### src/rtl/fpl_pkg.sv
`default_nettype none
package fpl_pkg;

   localparam int EXP_STEPS = 22;

   typedef logic [31:0] fac_table_type [EXP_STEPS];

   // exp(-2^(k-16)) in Q0.32, each factor the rounded square of the one before
   function automatic fac_table_type exp_factors();
      fac_table_type tbl;
      logic [63:0]   f;
      f = 64'hFFFF0000;
      for (int k = 0; k < EXP_STEPS; k++) begin
         tbl[k] = f[31:0];
         f      = (f * f + 64'h80000000) >> 32;
      end
      return tbl;
   endfunction

   localparam fac_table_type EXP_FACTOR = exp_factors();

   localparam logic DR_DIV  = 1'b0;
   localparam logic DR_ROOT = 1'b1;

   localparam logic [7:0] CSR_ALPHA = 8'd0;
   localparam logic [7:0] CSR_BETA  = 8'd1;
   localparam logic [7:0] CSR_L1    = 8'd2;
   localparam logic [7:0] CSR_L2    = 8'd3;

   typedef struct packed {
      logic        start;
      logic        mode;
      logic [63:0] num;
      logic [47:0] den;
   } dr_req_type;

   typedef struct packed {
      logic rd;
      logic wr_n;
      logic wr_z;
      logic wr_w;
   } st_ctl_type;

endpackage
`default_nettype wire

### src/rtl/fpl_divroot.sv
`default_nettype none
module fpl_divroot import fpl_pkg::*; (
   input  wire logic        clock,
   input  wire logic        reset,
   input  wire dr_req_type  req,
   output logic             done,
   output logic [63:0]      result
);

   logic        busy_ff, busy_in;
   logic        done_ff, done_in;
   logic        mode_ff, mode_in;
   logic [6:0]  cnt_ff, cnt_in;
   logic [63:0] shift_ff, shift_in;
   logic [47:0] rem_ff, rem_in;
   logic [63:0] quo_ff, quo_in;
   logic [47:0] den_ff, den_in;
   logic [48:0] sub_a, sub_b;
   logic [49:0] sub_d;
   logic        ge;

   // one shared subtractor: divisor trial or root trial
   always_comb begin
      if (mode_ff == DR_DIV) begin
         sub_a = {rem_ff, shift_ff[63]};
         sub_b = {1'b0, den_ff};
      end else begin
         sub_a = {rem_ff[46:0], shift_ff[63:62]};
         sub_b = {quo_ff[46:0], 2'b01};
      end
      sub_d = {1'b0, sub_a} - {1'b0, sub_b};
      ge    = !sub_d[49];
   end

   always_comb begin
      busy_in  = busy_ff;
      done_in  = 1'b0;
      mode_in  = mode_ff;
      cnt_in   = cnt_ff;
      shift_in = shift_ff;
      rem_in   = rem_ff;
      quo_in   = quo_ff;
      den_in   = den_ff;
      if (req.start) begin
         busy_in  = 1'b1;
         mode_in  = req.mode;
         cnt_in   = (req.mode == DR_DIV) ? 7'd63 : 7'd23;
         shift_in = req.num;
         rem_in   = '0;
         quo_in   = '0;
         den_in   = req.den;
      end else if (busy_ff) begin
         rem_in   = ge ? sub_d[47:0] : sub_a[47:0];
         quo_in   = {quo_ff[62:0], ge};
         shift_in = (mode_ff == DR_DIV) ? {shift_ff[62:0], 1'b0} : {shift_ff[61:0], 2'b00};
         cnt_in   = cnt_ff - 7'd1;
         if (cnt_ff == 7'd0) begin
            busy_in = 1'b0;
            done_in = 1'b1;
         end
      end
   end

   always_ff @(posedge clock) begin
      if (reset) begin
         busy_ff <= 1'b0;
         done_ff <= 1'b0;
      end else begin
         busy_ff <= busy_in;
         done_ff <= done_in;
      end
      mode_ff  <= mode_in;
      cnt_ff   <= cnt_in;
      shift_ff <= shift_in;
      rem_ff   <= rem_in;
      quo_ff   <= quo_in;
      den_ff   <= den_in;
   end

   assign done   = done_ff;
   assign result = quo_ff;

endmodule
`default_nettype wire

### config.mk
export PLATFORM = sky130hd
export DESIGN_NAME = fpl_divroot
export DESIGN_NICKNAME = d
export VERILOG_FILES = /design/src/rtl/fpl_pkg.sv /design/src/rtl/fpl_divroot.sv
export SDC_FILE = /design/constraint.sdc
export NUM_CORES = 1
export LEC_CHECK = 0
export ABC_AREA = 1
export ABC_CLOCK_PERIOD_IN_PS = 3400
export BUFFER_PORTS_ARGS = -buffer_cell sky130_fd_sc_hd__buf_2
export CAP_MARGIN = 15
export CELL_PAD_IN_SITES_DETAIL_PLACEMENT = 2
export CELL_PAD_IN_SITES_GLOBAL_PLACEMENT = 2
export CORE_UTILIZATION = 29
export CTS_CLUSTER_SIZE = 12
export DETAILED_ROUTE_END_ITERATION = 10
export MAX_ROUTING_LAYER = met4
export PLACE_DENSITY_LB_ADDON = 0.1
export SKIP_LAST_GASP = 1
export SYNTH_ARGS = -nofsm -noshare
export SYNTH_HDL_FRONTEND = slang
export SYNTH_SLANG_ARGS = --single-unit
### constraint.sdc
create_clock -name clock -period 3.4 [get_ports clock]
set_input_delay 0.34 -clock clock [delete_from_list [all_inputs] [get_ports clock]]
set_output_delay 0.34 -clock clock [all_outputs]
set_load 0.1 [all_outputs]
==> results <==
- The worst clock skew is 23.80 ps.
- Counting along the longest clock path gives a buffer depth of 3.
- During synthesis, Yosys emitted a total of 0 warnings.
- The number of hold violations in the final report is 0.
- On the critical path, the stage with the largest delay is an instance of edfxtp_1.
- In this run the cell area of the synthesized design comes to 14,690 sq um.
- The class of the tightest hold or removal check is input pin to register.
- In the post-synthesis netlist, the biggest area contributors are edfxtp_1 25%, nand2_1 20%, dfxtp_1 16%.
- The final weighted congestion in routability-driven placement is 0.8912.
- The starting utilization of the core area is 0.2934.
- Once detailed placement completed, the half-perimeter wirelength came to 46.86 mm.
- The net switching component of the power is 4.262 mW.
- Of the available clock period, the critical path in the final layout requires 0.9617.
- Of the total power, the share spent switching nets is 0.3957.
- STA classifies the critical path startpoint as a register.
- The detailed router finished its first iteration with 560 violations.
- The fraction of the mapped netlist area in simple logic gates is 0.3047.
- For this design, the sink count on the clock tree is 234.
- Of the total power, combinational logic draws 0.394.
- The highest cell delay on the worst timing path is 460 ps.
- The clock tree from TritonCTS is done.
- The horizontal die dimension is 227.1 um.
- The average size of a mapped cell is 6.715 sq um.
- Row generation in the floorplan step produced 82 rows.
- The first-pass iteration count of the detailed router is 5.
- Synthesis inferred 234 register bits.
- In the global route stage, overall resource usage came out at 0.2444.
- The count of final max-slew check failures is 0.
- The area added between synthesis and finish is 25.26%.
- In this run the remaining antenna-violating nets after routing total 0.
- The cell that appears most often on the critical path is nand2_1.
- The count of buffers from port buffering is 180.
- The global-route wire length before repair is 94.19 mm.
- The number of cells produced by synthesis is 2,188.
- The total power per unit cell area is 585.2 nW/um^2.
- After clock tree synthesis, the clock-pin slew on the worst setup and hold paths is 70 ps.
- The final period demand of the worst path is 3270 ps.
- Measured against the total synthesized area, the mux share comes to 0.0006813.
- The most instantiated library cell after synthesis is nand2_1.
- Based on the critical path, the design can be clocked at up to 0.3058 GHz.
- The clock reaches the later pin of the worst-skew pair after 580 ps.
- Setup violations remaining at the end of the flow were counted as 0.
- The die extent in y is 227.1 um.
- The detailed router placed 15,130 vias in this run.
- The internal power consumption is 6.507 mW.
- The final net count is 2,615.
- The area fraction in compound gates after synthesis is 0.1174.
- Of the total power, registers draw 0.316.
- Of all cell types, the one taking the most synthesized area is edfxtp_1.
- After global routing the overflow that remains totals 0.
- The pin count of the biggest net entering global routing is 77.
- Counting the fill cells in the layout gives 6,190.
- The worst setup path is captured at a register.
- The main combinational cell family by area after synthesis is simple AND/OR/NAND/NOR gates.
- For this run, asynchronously set or reset flops after synthesis account for 0.
- The run finished with clean final reports.
- After routing the design area is 18,400 sq um.
- Of the post-synthesis cell area, the dominant cell type holds 0.2453.
- The critical path goes through buf_6 > buf_12 > o21ai_1 > ha_1 > nand2_1 > nand2_1 > a21oi_1 > nor2_1 > nor2_1 > nand2_1 > a21oi_4 > buf_8 > buf_4 > nand3_1 > nand2_1 > inv_1 > nand2_1 > nand2_1.
- The endpoint required time on the critical path is 3870 ps.
- The share of total power dissipated in the clock network is 0.289.
- The fraction of the mapped netlist area in adder cells is 0.04480.
- In the synthesized netlist, the cells that appear most often are 795 x nand2_1, 351 x inv_1, 151 x a21oi_1.
- Measured on the finished design, the core utilization comes to 0.3676.
- The static power due to leakage is 9.137 nW.
- After detailed routing, the average wire length per cell comes to 19.46 um.
- 181 I/O pins were placed.
- The classification of the worst setup path is register to register.
- In this run, CTS created clock tree buffers numbering 29.
- The number of enable-type register cells in the synthesized netlist is 120.
- In this run the clock root is driven by a clkbuf_16.
- At the worst endpoint, the arrival time is 3740 ps.
- Prior to clock tree synthesis, the placed netlist has a worst setup slack of -66.06 ps.
- In the synthesized netlist the dominant register cell turns out to be edfxtp_1.
- The number of global-route vias before repair is 16,520.
- Once routing completed, OpenROAD measured the worst setup slack at 130.2 ps.
- The initial antenna violation count is 4.
- CTS built an H-tree with a depth of 1.
- The measured slew at the worst slew-check pin is 846.7 ps.
- After synthesis, the netlist uses 40 different library cells.
- The via density per instance is 4.810.
- Measured against its own limit, the worst slew margin works out to 0.4355.
- In this run the standard cell core region covers 50,070 sq um.
- The worst-case IR drop observed on VDD is 0.4133 mV.
- For this run, design rule violations remaining after detail routing come to 0.
- The die covers 51,570 sq um.
- Of the synthesized area, sequential elements account for 0.4006.
- The layout cell share with drive strength beyond 1 is 0.1583.
- The number of maximum-capacitance violations is 0.
- Of the total synthesized cell area, the portion taken by XOR and XNOR cells is 0.01252.
- Once placement finished, the instance area stood at 16,780 sq um.
- In this run the worst path has a maximum fanout of 23.
- The number of nets in the synthesized netlist is 2,356.
- The total length of routed wires is 61.23 mm.
[per-stage QoR]
step	setup TNS, ps	hold slack, ps	total power [mW]	instances
finish	0	35.67	10.77	3146
global route	-20.42	37.54	11.46	3146
CTS	0	17.37	10.76	3137
detailed placement	-127.1	453.3	7.531	3033
global placement	-79.72	437.8	7.428	3033
floorplan	0	409.1	5.923	2188
[area by class of cell]
cell class	instances	area, sq um	area share
clock inverters	13	103.9	0.005643
flip-flops and latches	234	5886	0.3198
clock buffers	41	840.8	0.04569
diodes	4	10.01	0.0005439
inverters	367	1381	0.07506
well taps	672	840.8	0.04569
multi-input cells	1501	7148	0.3884
repair buffers	314	2192	0.1191
[critical path, delay by kind of cell (launching register included)]
family | cells | cell delay, ps
buffers and inverters | 5 | 760
flip-flops | 1 | 460
AND/OR/NAND/NOR | 9 | 840
AO/OA/AOI/OAI | 3 | 760
adder cells (fa/ha/maj) | 1 | 350
[power groups by stage]
stage / sequential, mW / combinational (mW) / clock (mW)
2_1_floorplan: 3.41 / 2.51 / 0
3_3_place_gp: 3.45 / 3.98 / 0
3_5_place_dp: 3.46 / 4.07 / 0
4_1_cts: 3.40 / 4.16 / 3.20
5_1_grt: 3.43 / 4.72 / 3.30
6_report: 3.41 / 4.25 / 3.12
[state kept, by name (all words and copies together), names as in the netlist]
name / cells
done: 1
rem_ff: 48
den_ff: 48
mode_ff: 1
cnt_ff: 7
busy_ff: 1
shift_ff: 64
result: 64
[cells by family after synthesis]
group	count (synthesis)
mux	1
buf+inv	453
simple gates	1103
flops	234
fa+ha+maj	52
compound gates	324
xor+xnor	21
[path summary, 6_finish.rpt]
kind / startpoint / endpoint / slack [ps] / cells past startpoint
worst min-delay path: req[48] / shift_ff[0] / 40 / 3
worst max-delay path: mode_ff / rem_ff[45] / 130 / 18
worst max register to register: mode_ff / rem_ff[45] / 130 / 18
worst min register to register: rem_ff[39] / rem_ff[39] / 460 / 2
[layout by cell type (no fill, tap or decap), types with 50 or more instances in the layout]
cell type	Yosys	layout
nand2_1	795	788
inv_1	351	350
buf_2	11	179
a21oi_1	151	150
nor2_1	142	138
edfxtp_1	120	120
dfxtp_1	114	114
nand3_1	107	103
o21ai_0	102	87
buf_4	0	72
o22ai_1	62	62
dlygate4sd3_1	0	50
[metal layers]
| metal | vias up | track usage | routed length (um) |
|---|---|---|---|
| li1 | 7415 | - | - |
| met1 | 7415 | 0.3236 | 29140 |
| met2 | 230 | 0.3903 | 28240 |
| met3 | 72 | 0.04104 | 2727 |
| met4 | 0 | 0.05109 | 1122 |
| met5 | - | - | 0 |
[repair_timing]
action                                 CTS  global route
endpoints found under the hold margin   51             0
gates cloned                             0             1
hold buffers                            50             0
pin swaps                                0             5
setup endpoints to repair               35            48
setup buffers                            0             4
resized for setup                        9            37
Note: power is estimated with default switching activity, not from simulation.
